==> config.mk <==
export PLATFORM = sky130hd
export DESIGN_NAME = ppsc_ctrl
export DESIGN_NICKNAME = d
export VERILOG_FILES = /design/src/rtl/ppsc_pkg.sv /design/src/rtl/ppsc_ctrl.sv
export VERILOG_INCLUDE_DIRS = /design/src /design/src/rtl
export SDC_FILE = /design/constraint.sdc
export NUM_CORES = 1
export LEC_CHECK = 0
export BUFFER_PORTS_ARGS = -buffer_cell sky130_fd_sc_hd__buf_2
export CORE_AREA = 5 5 42 44
export DETAILED_ROUTE_END_ITERATION = 10
export DIE_AREA = 0 0 47 49
export GPL_TIMING_DRIVEN = 0
export PLACE_DENSITY = 0.65
export SLEW_MARGIN = 20
export SYNTH_ARGS = -nofsm -noshare
export SYNTH_HDL_FRONTEND = slang
export SYNTH_SLANG_ARGS = --single-unit
==> constraint.sdc <==
create_clock -name clk -period 2.2 [get_ports clk]
set_clock_uncertainty 0.1 [all_clocks]
set_input_delay 0.44 -clock clk [delete_from_list [all_inputs] [get_ports clk]]
set_output_delay 0.44 -clock clk [all_outputs]
set_load 0.03 [all_outputs]
==> src/rtl/palindrome_permutation_substring_counter_macros.svh <==
// Assertion macros shared by the counter's RTL modules.
// Define NO_ASSERTIONS to compile the checks out.
`ifndef PALINDROME_PERMUTATION_SUBSTRING_COUNTER_MACROS_SVH
`define PALINDROME_PERMUTATION_SUBSTRING_COUNTER_MACROS_SVH

`ifndef NO_ASSERTIONS
`define PPSC_ASSERT(lbl, ck, rn, prop) \
	lbl: assert property (@(posedge ck) disable iff (!rn) prop) \
		else $error("%m: check failed");
`define PPSC_ASSERT_NEVER(lbl, ck, rn, cond) \
	lbl: assert property (@(posedge ck) disable iff (!rn) !(cond)) \
		else $error("%m: forbidden condition");
`else
`define PPSC_ASSERT(lbl, ck, rn, prop)
`define PPSC_ASSERT_NEVER(lbl, ck, rn, cond)
`endif

`endif

==> src/rtl/ppsc_pkg.sv <==
// Package of the palindrome permutation substring counter: constants, word
// types, controller states and the command and status bundles.
// No dependencies.
`default_nettype none

package ppsc_pkg;

	localparam int ALPHABET_BITS   = 10;
	localparam int SEEN_COUNT_BITS = 32;

	localparam int LETTER_W    = 10;
	localparam int TOTAL_W     = 48;
	localparam int ADDR_W      = ALPHABET_BITS;
	localparam int TABLE_DEPTH = 1 << ALPHABET_BITS;
	localparam int EPOCH_W     = 8;
	localparam int ENTRY_W     = SEEN_COUNT_BITS + EPOCH_W;
	localparam int BIT_W       = $clog2(ALPHABET_BITS + 1);

	typedef struct packed {
		logic [LETTER_W-1:0] letter;
		logic                start_string;
	} ppsc_in_t;

	typedef struct packed {
		logic [TOTAL_W-1:0] substring_total;
		logic               prefix_can_form;
	} ppsc_out_t;

	typedef enum logic [3:0] {
		ST_INIT,
		ST_IDLE,
		ST_START,
		ST_WIPE,
		ST_BEGIN,
		ST_FLIP,
		ST_READ,
		ST_DRAIN,
		ST_WRITE,
		ST_EMIT
	} ppsc_state_t;

	typedef struct packed {
		logic idle;
		logic load;
		logic wipe;
		logic begin_str;
		logic flip;
		logic read;
		logic write;
		logic emit;
	} ppsc_cmd_t;

	typedef struct packed {
		logic start_req;
		logic epoch_full;
		logic letter_ok;
		logic read_last;
		logic wipe_last;
		logic out_free;
	} ppsc_sts_t;

endpackage

`default_nettype wire

==> src/rtl/ppsc_ctrl.sv <==
// Controller of the counter: sequences table wipe, string start, mask flip,
// neighbor reads, table update and result hand-off.
// Depends on ppsc_pkg and the assertion macro header.
`default_nettype none
`include "palindrome_permutation_substring_counter_macros.svh"

module ppsc_ctrl (
	input  logic                clk,
	input  logic                arst_n,
	input  logic                src_valid,
	input  ppsc_pkg::ppsc_sts_t sts,
	output ppsc_pkg::ppsc_cmd_t cmd
);
	import ppsc_pkg::*;

	ppsc_state_t state_q;
	ppsc_state_t state_d;

	always_ff @(posedge clk or negedge arst_n) begin
		if (!arst_n) begin
			state_q <= ST_INIT;
		end else begin
			state_q <= state_d;
		end
	end

	always_comb begin
		state_d = state_q;
		unique case (state_q)
			ST_INIT: begin
				if (sts.wipe_last) state_d = ST_IDLE;
			end
			ST_IDLE: begin
				if (src_valid) state_d = ST_START;
			end
			ST_START: begin
				priority if (sts.start_req && sts.epoch_full) state_d = ST_WIPE;
				else if (sts.start_req) state_d = ST_BEGIN;
				else if (sts.letter_ok) state_d = ST_FLIP;
				else state_d = ST_EMIT;
			end
			ST_WIPE: begin
				if (sts.wipe_last) state_d = ST_BEGIN;
			end
			ST_BEGIN: begin
				state_d = sts.letter_ok ? ST_FLIP : ST_EMIT;
			end
			ST_FLIP: state_d = ST_READ;
			ST_READ: begin
				if (sts.read_last) state_d = ST_DRAIN;
			end
			ST_DRAIN: state_d = ST_WRITE;
			ST_WRITE: state_d = ST_EMIT;
			ST_EMIT: begin
				if (sts.out_free) state_d = ST_IDLE;
			end
			default: state_d = ST_INIT;
		endcase
	end

	always_comb begin
		cmd           = '0;
		cmd.idle      = (state_q == ST_IDLE);
		cmd.load      = (state_q == ST_IDLE) && src_valid;
		cmd.wipe      = (state_q == ST_INIT) || (state_q == ST_WIPE);
		cmd.begin_str = (state_q == ST_BEGIN);
		cmd.flip      = (state_q == ST_FLIP);
		cmd.read      = (state_q == ST_READ);
		cmd.write     = (state_q == ST_WRITE);
		cmd.emit      = (state_q == ST_EMIT) && sts.out_free;
	end

	`PPSC_ASSERT(a_drain_after_read, clk, arst_n, state_q == ST_DRAIN |-> $past(state_q == ST_READ))
	`PPSC_ASSERT(a_read_end, clk, arst_n, state_q == ST_READ && sts.read_last |=> state_q == ST_DRAIN)
	`PPSC_ASSERT(a_wipe_cause, clk, arst_n, state_q == ST_WIPE |-> sts.start_req && sts.epoch_full)

endmodule

`default_nettype wire
==> results.md <==
- Share of layout cells above drive strength 1: 37.3%
- Clock sinks: 4
- DP HPWL: 890 um
- Cell Count Post-Placement: 87
- Ant. Diodes: 0
- Ports: 17
- Starting Density: 30.2%
- Synthesized net count: 64
- Setup ws final: 0.109 ns
- TritonCTS clock tree: done
- Worst skew pair latency: 0.24 ns
- Avg Cell Area, Syn: 7.69 um^2
- Crit Path Max Fanout: 10
- GRT Total Usage: 12.1%
- Synth warnings: 0
- Final slew viol count: 0
- Pre-Repair DR Iteration Count: 4
- Setup crit start kind: register
- PD cells: 1430 nW/um^2
- Final Hold Viols: 0
- Avg WL per Cell: 12.9 um
- CP endpoint: cmd[6]
- Setup crit end kind: primary output
- Cells after synthesis: 55
- Fillers: 158
- Hold_ws: 0.405 ns
- Biggest register: state_q
- Die Y: 49 um
- Max Cap Violations: 0
- Layout Cells excl Fill: 91
- Port bufs: 16
- Placement Setup Slack: 0.296 ns
- Largest regs: state_q x4
- Congestion Overflow GR: 0
- Pleak: 0.259 nW
- RSZ-0062 raised after global routing: false
- R2r startpoint: state_q[3]
- First-pass GRT wire length: 2080 um
- Max Fclk: 0.478 GHz
- CTS Buffer Depth: 2
- Reg2Reg Capture Point: state_q[0]
- CP Data Required Time: 1.66 ns
- Routed Antenna Nets: 0
- Reg2reg path depth: 5
- Vias: 517
- Reg2reg setup slack: 0.67 ns
- H-tree depth: 1
- Core ar.: 1400 um^2
- Max reg flops: 4
- Root buffer cell: clkbuf_4
- Layout net count: 86
- Tightest Hold Check Type: in2reg
- FP Rows: 14
- Drt via density: 5.68
- Period utilization: 95.0%
- Distinct cells, synth: 28
- Initial detailed-routing violation count: 6
- Status: completed
- Initial antenna violation count: 0
- Worst EP arrival: 1.55 ns
- Die width: 47 um
- Period minus WS final: 2.09 ns
- Maximum vdd drop: 0.000633 V
- Setup_tns: 0 ns
- Total power: 0.822 mW
- Slew Limit Headroom: 79.9%
- Final WL: 1180 um
- Postcts setup bufs: 0
- Largest net degree at the start of global routing: 11
- CTS Buf Count: 3
- Seq/Total Area, Yosys: 23.7%
- CTS clk-pin slew, worst paths: 0.04 ns
- Vias in the first global route: 481
- Worst Max-Slew Pin Slew: 0.298 ns
- Worst setup path startpoint: state_q[1]
- Post-synthesis cell area: 423 um^2
- Placer Congestion: 0.776
- #FFs+latches synth: 4
- Final setup viols: 0
- Syn-to-layout area delta: 35.5%
- Residual DRC: 0
- CP Class: reg2out
- Die ar.: 2300 um^2
==> kinds of logic after synthesis <==
group                  share of synthesized area [%]
AOI/OAI and AO/OA                               25.7
DFF                                             23.7
buffers and inverters                           8.28
and+or+nand+nor                                 42.3
==> final cells by class <==
type | instances | area [um^2] | area share [%]
multi-input combinational | 43 | 302 | 52.6
sequential | 4 | 101 | 17.7
timing repair buffer | 17 | 92.6 | 16.2
clock buffer | 3 | 22.5 | 3.93
buffer | 4 | 20.0 | 3.49
tap | 16 | 20.0 | 3.49
inverter | 4 | 15.0 | 2.62
==> critical path, stage by stage (launching register included) <==
cell      delay [ns]
dfrtp_2         0.44
buf_2           0.18
nand2b_2        0.24
nor3_2          0.13
and2_1          0.14
clkbuf_4        0.18
==> how the worst min path moves through the flow <==
| stage | start | slack, ns | cells past startpoint | endpoint |
|---|---|---|---|---|
| 2_1_floorplan | arst_n | 0.04 | 0 | state_q[0] |
| 3_3_place_gp | arst_n | 0.14 | 1 | state_q[3] |
| 3_5_place_dp | arst_n | 0.14 | 1 | state_q[0] |
| 4_1_cts | sts[3] | 0.40 | 3 | state_q[2] |
| 5_1_grt | sts[3] | 0.43 | 3 | state_q[2] |
| 6_report | sts[3] | 0.41 | 3 | state_q[2] |
==> placed cells by master (no fill, tap or decap), drive strengths merged, types with 2 or more instances in the layout <==
cell type | netlist | final
dfrtp | 4 | 4
nor4bb | 2 | 2
a21oi | 3 | 3
clkbuf | 0 | 4
nor3 | 4 | 4
inv | 4 | 4
a311oi | 2 | 2
buf | 4 | 19
o21ai | 5 | 5
nor4 | 3 | 3
nand3 | 2 | 2
nor2b | 2 | 2
nand2b | 3 | 3
nor2 | 2 | 2
a21o | 2 | 2
==> routing by layer <==
metal | track usage [%] | vias to the layer above | wire (um)
li1 | - | 250 | -
met1 | 16.6 | 242 | 494
met2 | 17.4 | 23 | 593
met3 | 1.48 | 2 | 67
met4 | 6.91 | 0 | 22
met5 | 0 | - | 0
==> through the flow <==
stage,area [um^2],util (%)
6_report,573,40.9
5_1_grt,573,40.9
4_1_cts,567,40.4
3_5_place_dp,534,38.1
3_3_place_gp,534,38.1
2_1_floorplan,434,-
==> synth_stat cells (all sizes together) <==
| library cell | instances | area share, % |
|---|---|---|
| nor4bb | 2 | 4.7 |
| nor2 | 2 | 1.8 |
| inv | 4 | 3.5 |
| and4 | 1 | 2.1 |
| a311oi | 2 | 4.1 |
| nor3 | 4 | 4.7 |
| nor2b | 2 | 3.0 |
| o21ai | 5 | 5.9 |
| or3b | 1 | 2.1 |
| a21oi | 3 | 3.5 |
| nand4 | 1 | 1.5 |
| dfrtp | 4 | 24 |
| nor4 | 3 | 4.4 |
| o31ai | 1 | 3.0 |
| buf | 4 | 4.7 |
| o311ai | 1 | 2.1 |
| or2 | 1 | 1.5 |
| a211oi | 1 | 1.8 |
| and3 | 1 | 1.5 |
| and2 | 1 | 1.5 |
| or2b | 1 | 1.8 |
| nand3 | 2 | 2.4 |
| nor4b | 1 | 2.1 |
| and4bb | 1 | 3.0 |
| nand2b | 3 | 4.4 |
| a21o | 2 | 3.5 |
| o211ai | 1 | 1.8 |
==> power by group <==
group	total [mW]	internal, mW	switching, mW
clock	0.0944	0.0612	0.0331
combinational	0.574	0.216	0.358
sequential	0.154	0.110	0.0436
==> what timing repair did <==
item / CTS / global route
hold buffers: 1 / 0
hold endpoints to repair: 4 / 0
endpoints found under the setup margin: 0 / 2
resized for setup: 0 / 3
Note: power is estimated with default switching activity, not from simulation.
